### src/rtl/core/cpcr_pkg.sv
// shared types and constants for the circle pair collision resolver
`timescale 1ns / 1ps
`default_nettype none
package cpcr_pkg;

	localparam int unsigned POS_W  = 16;
	localparam int unsigned RAD_W  = 12;
	localparam int unsigned RSUM_W = 13;
	localparam int unsigned D2_W   = 26;
	localparam int unsigned MAG_W  = 14;
	localparam int unsigned ROOT_W = 13;
	localparam int unsigned SREM_W = 16;
	localparam int unsigned DREM_W = 15;
	localparam int unsigned NUM_W  = 26;
	localparam int unsigned QUO_W  = 13;

	typedef struct packed {
		logic signed [POS_W-1:0] a_pos_x;
		logic signed [POS_W-1:0] a_pos_y;
		logic signed [POS_W-1:0] b_pos_x;
		logic signed [POS_W-1:0] b_pos_y;
		logic        [RAD_W-1:0] a_radius;
		logic        [RAD_W-1:0] b_radius;
		logic signed [POS_W-1:0] a_vel_x;
		logic signed [POS_W-1:0] a_vel_y;
		logic signed [POS_W-1:0] b_vel_x;
		logic signed [POS_W-1:0] b_vel_y;
	} in_t;

	typedef struct packed {
		logic                    hit;
		logic signed [POS_W-1:0] new_a_pos_x;
		logic signed [POS_W-1:0] new_a_pos_y;
		logic signed [POS_W-1:0] new_b_pos_x;
		logic signed [POS_W-1:0] new_b_pos_y;
		logic signed [POS_W-1:0] new_a_vel_x;
		logic signed [POS_W-1:0] new_a_vel_y;
		logic signed [POS_W-1:0] new_b_vel_x;
		logic signed [POS_W-1:0] new_b_vel_y;
	} out_t;

	// classified pair handed from front to back
	typedef struct packed {
		in_t                it;
		logic               hit;
		logic               mv;
		logic               sdx;
		logic               sdy;
		logic [MAG_W-1:0]   mdx;
		logic [MAG_W-1:0]   mdy;
		logic [RSUM_W-1:0]  rsum;
		logic [D2_W-1:0]    d2;
	} fr_t;

	// working state of one back pipeline stage
	typedef struct packed {
		fr_t                f;
		logic [D2_W-1:0]    rad;
		logic [SREM_W-1:0]  srem;
		logic [ROOT_W-1:0]  root;
		logic [MAG_W-1:0]   dv;
		logic [NUM_W-1:0]   nx;
		logic [NUM_W-1:0]   ny;
		logic [DREM_W-1:0]  drx;
		logic [DREM_W-1:0]  dry;
		logic [QUO_W-1:0]   qx;
		logic [QUO_W-1:0]   qy;
	} bk_t;

endpackage
`default_nettype wire

### src/rtl/core/cpcr_queue.sv
// four entry queue between front and back
`timescale 1ns / 1ps
`default_nettype none
module cpcr_queue (
	input  wire logic          clk,
	input  wire logic          arst_n,
	input  wire logic          push,
	input  wire cpcr_pkg::fr_t push_data,
	output logic               full,
	input  wire logic          pop,
	output logic               empty,
	output cpcr_pkg::fr_t      pop_data
);

	cpcr_pkg::fr_t mem_q [4];
	logic [1:0]    wr_q, rd_q;
	logic [2:0]    cnt_q;

	assign full     = cnt_q == 3'd4;
	assign empty    = cnt_q == 3'd0;
	assign pop_data = mem_q[rd_q];

	always_ff @(posedge clk or negedge arst_n) begin
		if (!arst_n) begin
			wr_q  <= 2'd0;
			rd_q  <= 2'd0;
			cnt_q <= 3'd0;
		end else begin
			if (push) wr_q <= wr_q + 2'd1;
			if (pop) rd_q <= rd_q + 2'd1;
			if (push && !pop) cnt_q <= cnt_q + 3'd1;
			else if (pop && !push) cnt_q <= cnt_q - 3'd1;
		end
	end

	always_ff @(posedge clk) begin
		if (push) mem_q[wr_q] <= push_data;
	end

endmodule
`default_nettype wire

### config.mk
export PLATFORM = sky130hd
export DESIGN_NAME = cpcr_queue
export DESIGN_NICKNAME = d
export VERILOG_FILES = /design/src/rtl/core/cpcr_pkg.sv /design/src/rtl/core/cpcr_queue.sv
export SDC_FILE = /design/constraint.sdc
export NUM_CORES = 1
export LEC_CHECK = 0
export ABC_AREA = 0
export BUFFER_PORTS_ARGS = -buffer_cell sky130_fd_sc_hd__buf_2
export CORE_AREA = 2 2 384 348
export DETAILED_ROUTE_END_ITERATION = 7
export DIE_AREA = 0 0 386 350
export PLACE_DENSITY = 0.51
export SYNTH_ARGS = -nofsm -noshare
export SYNTH_HDL_FRONTEND = slang
export SYNTH_SLANG_ARGS = --single-unit
### constraint.sdc
create_clock -name clk -period 7.6 [get_ports clk]
set_input_delay 0.38 -clock clk [delete_from_list [all_inputs] [get_ports clk]]
set_output_delay 0.38 -clock clk [all_outputs]
set_load 0.1 [all_outputs]
==> results.tsv <==
metric	value	unit
run status	complete, no violations	
Num Clock Sinks	899	
kind of critical path	flop to output pin	
Synth Flop Type	edfxtp_1	
Fin. Hold Viols	0	
Global Route Usage Sum	10.39	%
Resize count post-CTS	0	
fin worst setup slack	3675	ps
pre-CTS setup slack	4207	ps
synth cell count leaders	892 x edfxtp_1, 223 x mux4_2, 26 x buf_2	
largest area contributor in the netlist	edfxtp_1	
Async SR Flop Fraction	0.7786	%
fraction of layout cells with a size suffix above 1	40.50	%
Max Root-Sink Buffers	3	
DRT antenna net count	0	
Avg Inst Size Synth	27.15	um^2
Synth Area in Compound Gates	0.01537	%
Slew headroom	26.47	%
IO Port Bufs	451	
Syn-to-layout area delta	28.98	%
Post CTS Setup Buffer Count	0	
drt pass-1 iters	5	
Ports	452	
Worst Hold Class	input port to flop	
H-tree depth	3	
DRC	0	
EDFF count, synth	892	
Setup Total Neg Slack	0	ps
Design Area, Final	41990	um^2
Syn Inst Count	1199	
first-pass GRT wire length	105.7	mm
core area	130700	um^2
Worst-path clk slew	60	ps
most frequent cell after synthesis	edfxtp_1	
Worst setup SP type	flop	
Final Critical Period	3925	ps
Max FO, Critical Path	85	
Synth cell types	18	
post-DR wirelength/cell	19.03	um
min-delay src	push_data[192]	
FILL cells	12460	
Detailed Route WL	71.20	mm
adder-cell share of the synthesized area	0.2537	%
Worst EP arrival	3550	ps
actual slew at the worst max-slew pin	1103	ps
Seq cells post-synth	899	
dpl hpwl	42.51	mm
Core Rows	126	
fin crit share	51.65	%
simple-gate share of the synthesized area	0.1499	%
vias per std cell	4.094	
hold path depth	2	
GP Congestion	0.7059	
initial DRC count	958	
R2R depth	5	
Overflow after GRT	0	
Synth area leaders	edfxtp_1 82%, mux4_2 15%, buf_6 0.62%	
Worst Setup SP	rd_q[0]$_DFFE_PN0P_	
FF-to-FF Start	wr_q[0]$_DFFE_PN0P_	
dpl cell area	36860	um^2
main combinational cell family by area after synthesis	multiplexers	
CP Capture Type	output pin	
vias in the first global route	16930	
top cell type's share of synthesized area	82.28	%
Die Footprint	135100	um^2
syn_nets	1432	
Placed Cells	3346	
die height	350	um
Layout Cells excl Fill	3741	
CP required	7220	ps
Final Setup Violations	0	
XOR/XNOR share of the synthesized area	0.1614	%
TritonCTS Buffers	94	
Worst Clk Skew	20.11	ps
via count	15320	
unrepaired setup endpoints after global routing	false	
Max Clk Rate	254.8	MHz
Worst-Skew Late Latency	700	ps
Die W	386	um
Max Slew Vio Count	0	
largest net degree at the start of global routing	114	
sequential share of the synthesized area	82.82	%
Max Cap Viol	0	
root buf cell	clkbuf_16	
Synth Cell Area	32550	um^2
Synthesis Warnings	0	
post-synthesis mux area share	15.46	%
Initial Utilization	24.91	%
Hold Buf Count CTS	227	
initial antenna violation count	5	
layout net count	2174	
CTS tree	done	
## area by class of cell
class | count | area (um^2) | area share [%]
Tap cell | 1728 | 2162 | 5.149
Clock inverter | 42 | 351.6 | 0.8374
Clock buffer | 118 | 2485 | 5.918
Inverter | 4 | 15.01 | 0.03576
Antenna cell | 8 | 20.02 | 0.04768
Multi-Input combinational cell | 246 | 5233 | 12.46
Sequential cell | 899 | 26970 | 64.23
Timing Repair Buffer | 696 | 4752 | 11.32
## critical path, stage by stage (launching register included)
cell and delay, ps:
dfrtp_4 810, buf_12 460, buf_4 480, mux4_2 580
buf_2 310
## final timing paths
| check | to | slack, ps |
|---|---|---|
| max in group asynchronous | rd_q[0]$_DFFE_PN0P_ | 6660 |
| min reg2reg | cnt_q[2]$_DFFE_PN0P_ | 500 |
| min in group asynchronous | cnt_q[2]$_DFFE_PN0P_ | 650 |
| max | pop_data[19] | 3670 |
| min | mem_q[2][192]$_DFFE_PP_ | 430 |
| max reg2reg | mem_q[0][133]$_DFFE_PP_ | 4670 |
## routing by layer
| metal | global-route usage, % | vias to the layer above | part of all wire (%) |
|---|---|---|---|
| li1 | - | 6716 | - |
| met1 | 12.78 | 8097 | 41 |
| met2 | 17.05 | 401 | 50 |
| met3 | 3.670 | 102 | 7.8 |
| met4 | 3.280 | 0 | 2.2 |
| met5 | 0 | - | 0 |
## state kept, by name (all words and copies together) (netlist names)
register  count
mem_q       892
cnt_q         3
rd_q          2
wr_q          2
## per-stage QoR
step / hold slack [ps] / utilization, %
CTS: 330.1 / 32.11
global placement: 225.3 / 28.20
floorplan: 84.41 / -
detailed placement: 228.5 / 28.20
global route: 369.9 / 32.12
finish: 434.4 / 32.13
## layout by cell type, fill, tap and decap left out, drive strengths merged, types with 5 or more instances in the layout
cell type / instances
clkbuf: 118
inv: 6
dfrtp: 7
edfxtp: 892
clkinv: 35
mux4: 223
ha: 5
diode: 8
buf: 469
dlygate4sd3: 227
## cell families (layout without fill, tap and decap cells)
group                    after synthesis  after routing
adder cells (fa/ha/maj)                6              6
multiplexers                         224            224
AO/OA/AOI/OAI                          1              1
AND/OR/NAND/NOR                        9              9
buffers and inverters                 54            860
XOR/XNOR                               6              6
other                                  0              8
flip-flops                           899            899
Power is not shown: default switching activity piles up to over one toggle a cycle in this logic, so the estimate is an artifact.
