**src/rtl/core/cpcr_pkg.sv**
```systemverilog
// shared types and constants for the circle pair collision resolver
`timescale 1ns / 1ps
`default_nettype none
package cpcr_pkg;

	localparam int unsigned POS_W  = 16;
	localparam int unsigned RAD_W  = 12;
	localparam int unsigned RSUM_W = 13;
	localparam int unsigned D2_W   = 26;
	localparam int unsigned MAG_W  = 14;
	localparam int unsigned ROOT_W = 13;
	localparam int unsigned SREM_W = 16;
	localparam int unsigned DREM_W = 15;
	localparam int unsigned NUM_W  = 26;
	localparam int unsigned QUO_W  = 13;

	typedef struct packed {
		logic signed [POS_W-1:0] a_pos_x;
		logic signed [POS_W-1:0] a_pos_y;
		logic signed [POS_W-1:0] b_pos_x;
		logic signed [POS_W-1:0] b_pos_y;
		logic        [RAD_W-1:0] a_radius;
		logic        [RAD_W-1:0] b_radius;
		logic signed [POS_W-1:0] a_vel_x;
		logic signed [POS_W-1:0] a_vel_y;
		logic signed [POS_W-1:0] b_vel_x;
		logic signed [POS_W-1:0] b_vel_y;
	} in_t;

	typedef struct packed {
		logic                    hit;
		logic signed [POS_W-1:0] new_a_pos_x;
		logic signed [POS_W-1:0] new_a_pos_y;
		logic signed [POS_W-1:0] new_b_pos_x;
		logic signed [POS_W-1:0] new_b_pos_y;
		logic signed [POS_W-1:0] new_a_vel_x;
		logic signed [POS_W-1:0] new_a_vel_y;
		logic signed [POS_W-1:0] new_b_vel_x;
		logic signed [POS_W-1:0] new_b_vel_y;
	} out_t;

	// classified pair handed from front to back
	typedef struct packed {
		in_t                it;
		logic               hit;
		logic               mv;
		logic               sdx;
		logic               sdy;
		logic [MAG_W-1:0]   mdx;
		logic [MAG_W-1:0]   mdy;
		logic [RSUM_W-1:0]  rsum;
		logic [D2_W-1:0]    d2;
	} fr_t;

	// working state of one back pipeline stage
	typedef struct packed {
		fr_t                f;
		logic [D2_W-1:0]    rad;
		logic [SREM_W-1:0]  srem;
		logic [ROOT_W-1:0]  root;
		logic [MAG_W-1:0]   dv;
		logic [NUM_W-1:0]   nx;
		logic [NUM_W-1:0]   ny;
		logic [DREM_W-1:0]  drx;
		logic [DREM_W-1:0]  dry;
		logic [QUO_W-1:0]   qx;
		logic [QUO_W-1:0]   qy;
	} bk_t;

endpackage
`default_nettype wire

```
**src/rtl/core/cpcr_front.sv**
```systemverilog
// front: distance and overlap test, three stages
`timescale 1ns / 1ps
`default_nettype none
module cpcr_front (
	input  wire logic          clk,
	input  wire logic          arst_n,
	input  wire logic          in_valid,
	output logic               in_ready,
	input  wire cpcr_pkg::in_t in_data,
	input  wire logic          q_full,
	output logic               push,
	output cpcr_pkg::fr_t      push_data
);

	logic                 v_s1, v_s2, v_s3, en;
	cpcr_pkg::in_t        it_s1, it_s2;
	logic signed [16:0]   dx_s1, dy_s1, dx_s2, dy_s2;
	logic [12:0]          rsum_s1, rsum_s2;
	logic [31:0]          sqx_s2, sqy_s2;
	logic [25:0]          rs2_s2;
	logic signed [33:0]   px, py;
	logic [25:0]          pr;
	logic [32:0]          d2;
	logic [16:0]          ax, ay;
	cpcr_pkg::fr_t        fr_s3;

	assign en        = !v_s3 || !q_full;
	assign in_ready  = en;
	assign push      = v_s3 && !q_full;
	assign push_data = fr_s3;

	assign px = dx_s1 * dx_s1;
	assign py = dy_s1 * dy_s1;
	assign pr = rsum_s1 * rsum_s1;
	assign d2 = {1'b0, sqx_s2} + {1'b0, sqy_s2};
	assign ax = dx_s2[16] ? 17'(-dx_s2) : 17'(dx_s2);
	assign ay = dy_s2[16] ? 17'(-dy_s2) : 17'(dy_s2);

	always_ff @(posedge clk or negedge arst_n) begin
		if (!arst_n) begin
			v_s1 <= 1'b0;
			v_s2 <= 1'b0;
			v_s3 <= 1'b0;
		end else if (en) begin
			v_s1 <= in_valid;
			v_s2 <= v_s1;
			v_s3 <= v_s2;
		end
	end

	always_ff @(posedge clk) begin
		if (en) begin
			it_s1   <= in_data;
			dx_s1   <= {in_data.b_pos_x[15], in_data.b_pos_x}
				- {in_data.a_pos_x[15], in_data.a_pos_x};
			dy_s1   <= {in_data.b_pos_y[15], in_data.b_pos_y}
				- {in_data.a_pos_y[15], in_data.a_pos_y};
			rsum_s1 <= {1'b0, in_data.a_radius} + {1'b0, in_data.b_radius};
			it_s2   <= it_s1;
			dx_s2   <= dx_s1;
			dy_s2   <= dy_s1;
			rsum_s2 <= rsum_s1;
			sqx_s2  <= px[31:0];
			sqy_s2  <= py[31:0];
			rs2_s2  <= pr;
			fr_s3.it   <= it_s2;
			fr_s3.hit  <= d2 < {7'b0, rs2_s2};
			fr_s3.mv   <= (d2 < {7'b0, rs2_s2}) && (d2 != 33'd0);
			fr_s3.sdx  <= dx_s2[16];
			fr_s3.sdy  <= dy_s2[16];
			fr_s3.mdx  <= ax[13:0];
			fr_s3.mdy  <= ay[13:0];
			fr_s3.rsum <= rsum_s2;
			fr_s3.d2   <= d2[25:0];
		end
	end

endmodule
`default_nettype wire

```
**config.mk**
```make
export PLATFORM = sky130hd
export DESIGN_NAME = cpcr_front
export DESIGN_NICKNAME = d
export VERILOG_FILES = /design/src/rtl/core/cpcr_pkg.sv /design/src/rtl/core/cpcr_front.sv
export SDC_FILE = /design/constraint.sdc
export NUM_CORES = 2
export LEC_CHECK = 0
export BUFFER_PORTS_ARGS = -buffer_cell sky130_fd_sc_hd__buf_2
export CELL_PAD_IN_SITES_DETAIL_PLACEMENT = 1
export CELL_PAD_IN_SITES_GLOBAL_PLACEMENT = 2
export CORE_MARGIN = 1.5
export CORE_UTILIZATION = 46
export DETAILED_ROUTE_END_ITERATION = 16
export PLACE_DENSITY = 0.86
export SYNTH_ARGS = -nofsm -noshare
export SYNTH_HDL_FRONTEND = slang
export SYNTH_SLANG_ARGS = --single-unit
```
**constraint.sdc**
```tcl
create_clock -name clk -period 32.4 [get_ports clk]
set_input_delay 3.24 -clock clk [delete_from_list [all_inputs] [get_ports clk]]
set_output_delay 3.24 -clock clk [all_outputs]
set_load 0.01 [all_outputs]
```
==> metrics <==
Hold Vio Cnt, Final 0; # port buffers 380; Mapped Cells around 3800; top post-synthesis cells by count inv_1, edfxtp_1, fa_1; max_cap viols 0; TNS Setup 0 ns; drt initial violations 1204; Avg Inst Size Synth 12.6 um2; first-pass GRT wire length roughly 170000 um; FMAX roughly 130 MHz; worst-margin pin slew 1.11 ns; Worst Hold Class flip-flop to flip-flop; Seq cells post-synth approximately 700; Critical Path RT around 33 ns; share of layout cells above drive strength 1 12.5%; I/O pin count ~380; RSZ-0062 raised after global routing no; CP arrival about 8 ns; fin. max-slew vios 0; Final min period ~7.7 ns; H-tree lvl count 3; Worst Setup End Kind flip-flop; Post-Syn Area just under 0.05 mm2; WP buf/inv 5; area grow syn2layout 12.6%; Core ar. between 0.1 and 0.15 mm2; antenna cell count 0; kind of cell adding the most delay to the critical path adder cells; critical path fanouts, max 17; critical path class flip-flop to flip-flop; antenna violations before repair 3; reg-to-reg critical path startpoint dx_s1[9]; post-synth net total 4953; Total GRT Usage 20.3%; Die ar. 0.108 mm2; Initial Util 46.3%; Cell Rows around 120; Setup crit start dx_s1[9]; outcome finished clean; CTS resizes 0; relative max-transition margin between 20% and 30%; Post-synth ARST share less than 1%; EDFF count, synth about 700; WL final around 110000 um; count leader, synth inv_1; CTS sink cnt about 700; vias in the first global route around 32000; Critical Path Max Stage Delay around 0.85 ns; root buffer cell clkbuf_16; crit share post-route between 20% and 30%; register area share after synthesis a little over two fifths; clock transition at the registers of the reported paths 0.06 ns; post-synth top area share between 40% and 50%; postcts setup bufs 0; clk_skew ~0.037 ns; CP max-delay cell edfxtp_1; Clock Tree Buf Depth 3; Most used DFF post-synth edfxtp_1; count of final setup violators 0; CP Launch Type flip-flop; DRC Markers 0; Clk Latency, worst-skew pair 0.67 ns; routed vias/inst approximately 5; Post-DP HPWL 82000 um; Detail Route Antenna Nets 0; vias 28400; largest net degree at the start of global routing ~190; Synthesis Warnings 0; crit path cell chain nand2_1, fa_1, inv_1, fa_1, inv_1, fa_1, inv_1, fa_1, fa_1, inv_1, fa_1, inv_1, ha_1, a211o_1, or3_1, o2111a_1, o41ai_1, o21ai_1, o211ai_1, nand3_1, o41ai_1, xnor2_1; grt total ovfl 0; Hold Crit Start it_s1[80]; TritonCTS clock tree done; nets about 5400; CTS Buf Count just under 80; largest area contributor in the netlist edfxtp_1; die width about 330 um; die height about 330 um; filler cell count 10900; Final Wtd Congestion between 0.8 and 0.9; synth unique cells 65; drt wl/cell between 15 and 20 um; TritonRoute pass-1 iters 5; CP most frequent cell fa_1; top post-synthesis cells by area edfxtp_1, fa_1, ha_1; hold_buf cts 0
## cell type report
type / count / area, um2 / area share [%]
well taps: 1391 / 1740 / 3.18
repair buffers: 398 / 2060 / 3.77
clock inverters: 49 / 536 / 0.979
inverters: 897 / 3370 / 6.16
flip-flops and latches: 704 / 21100 / 38.6
clock buffers: 93 / 2000 / 3.65
multi-input cells: 2183 / 23900 / 43.6
## layout by cell type, fill, tap and decap left out, types with 15 or more instances in the layout
master,instances
xnor2_1,144
nand2_1,239
a21o_1,38
buf_2,380
a21oi_1,77
ha_1,341
fa_1,611
nand2b_1,25
nand3_1,20
nor3_1,26
clkbuf_16,77
and3_1,17
or3_1,16
nor2b_1,41
xor2_1,46
o21ai_0,79
and2_1,151
clkbuf_1,15
o21a_1,20
edfxtp_1,701
buf_4,16
clkinv_2,16
nor2_1,136
inv_1,897
## flip-flops by register name (all words and copies together), names as in the netlist, 15 cells and up
register	cells
sqy_s2	30
sqx_s2	30
it_s2	152
dx_s2	15
dy_s2	15
push_data	223
rs2_s2	24
it_s1	152
dy_s1	17
dx_s1	17
## stage by stage
step / hold slack, ns / setup WS (ns) / utilization [%] / cell area (um2) / instances
after floorplan: 0.400 / 11.10 / - / 48600 / 3845
after global placement: 0.400 / 24.87 / 49.7 / 52200 / 5573
after detailed placement: 0.405 / 24.73 / 49.7 / 52200 / 5573
after CTS: 0.400 / 24.67 / 52.1 / 54700 / 5715
after global routing: 0.412 / 24.20 / 52.1 / 54700 / 5715
final: 0.407 / 24.73 / 52.1 / 54700 / 5715
## worst paths after layout
path                       slack, ns    endpoint  cells past startpoint
max reg2reg                    24.73  sqx_s2[30]                     22
min reg2reg                     0.41   it_s2[80]                      0
min in group asynchronous       2.39        v_s1                      1
min                             0.41   it_s2[80]                      0
max in group asynchronous      29.89        v_s3                      1
max                            24.73  sqx_s2[30]                     22
## metal layers
metal,track usage [%],share of wire (%),vias up
li1,-,-,13200
met1,23.7,39,14700
met2,38.6,55,420
met3,2.87,3.4,145
met4,5.27,2.2,4
met5,0,0.018,-
## cells by family after synthesis
kind of cell | after synthesis | synth area share (%)
DFF | 704 | 43.5
and+or+nand+nor | 706 | 7.09
xor gates and xnor gates | 190 | 3.43
adders and majority gates | 952 | 34.0
AOI/OAI and AO/OA | 329 | 4.51
muxes | 6 | 0.136
buffers and inverters | 958 | 7.40
Power is not shown: default switching activity piles up to over one toggle a cycle in this logic, so the estimate is an artifact.
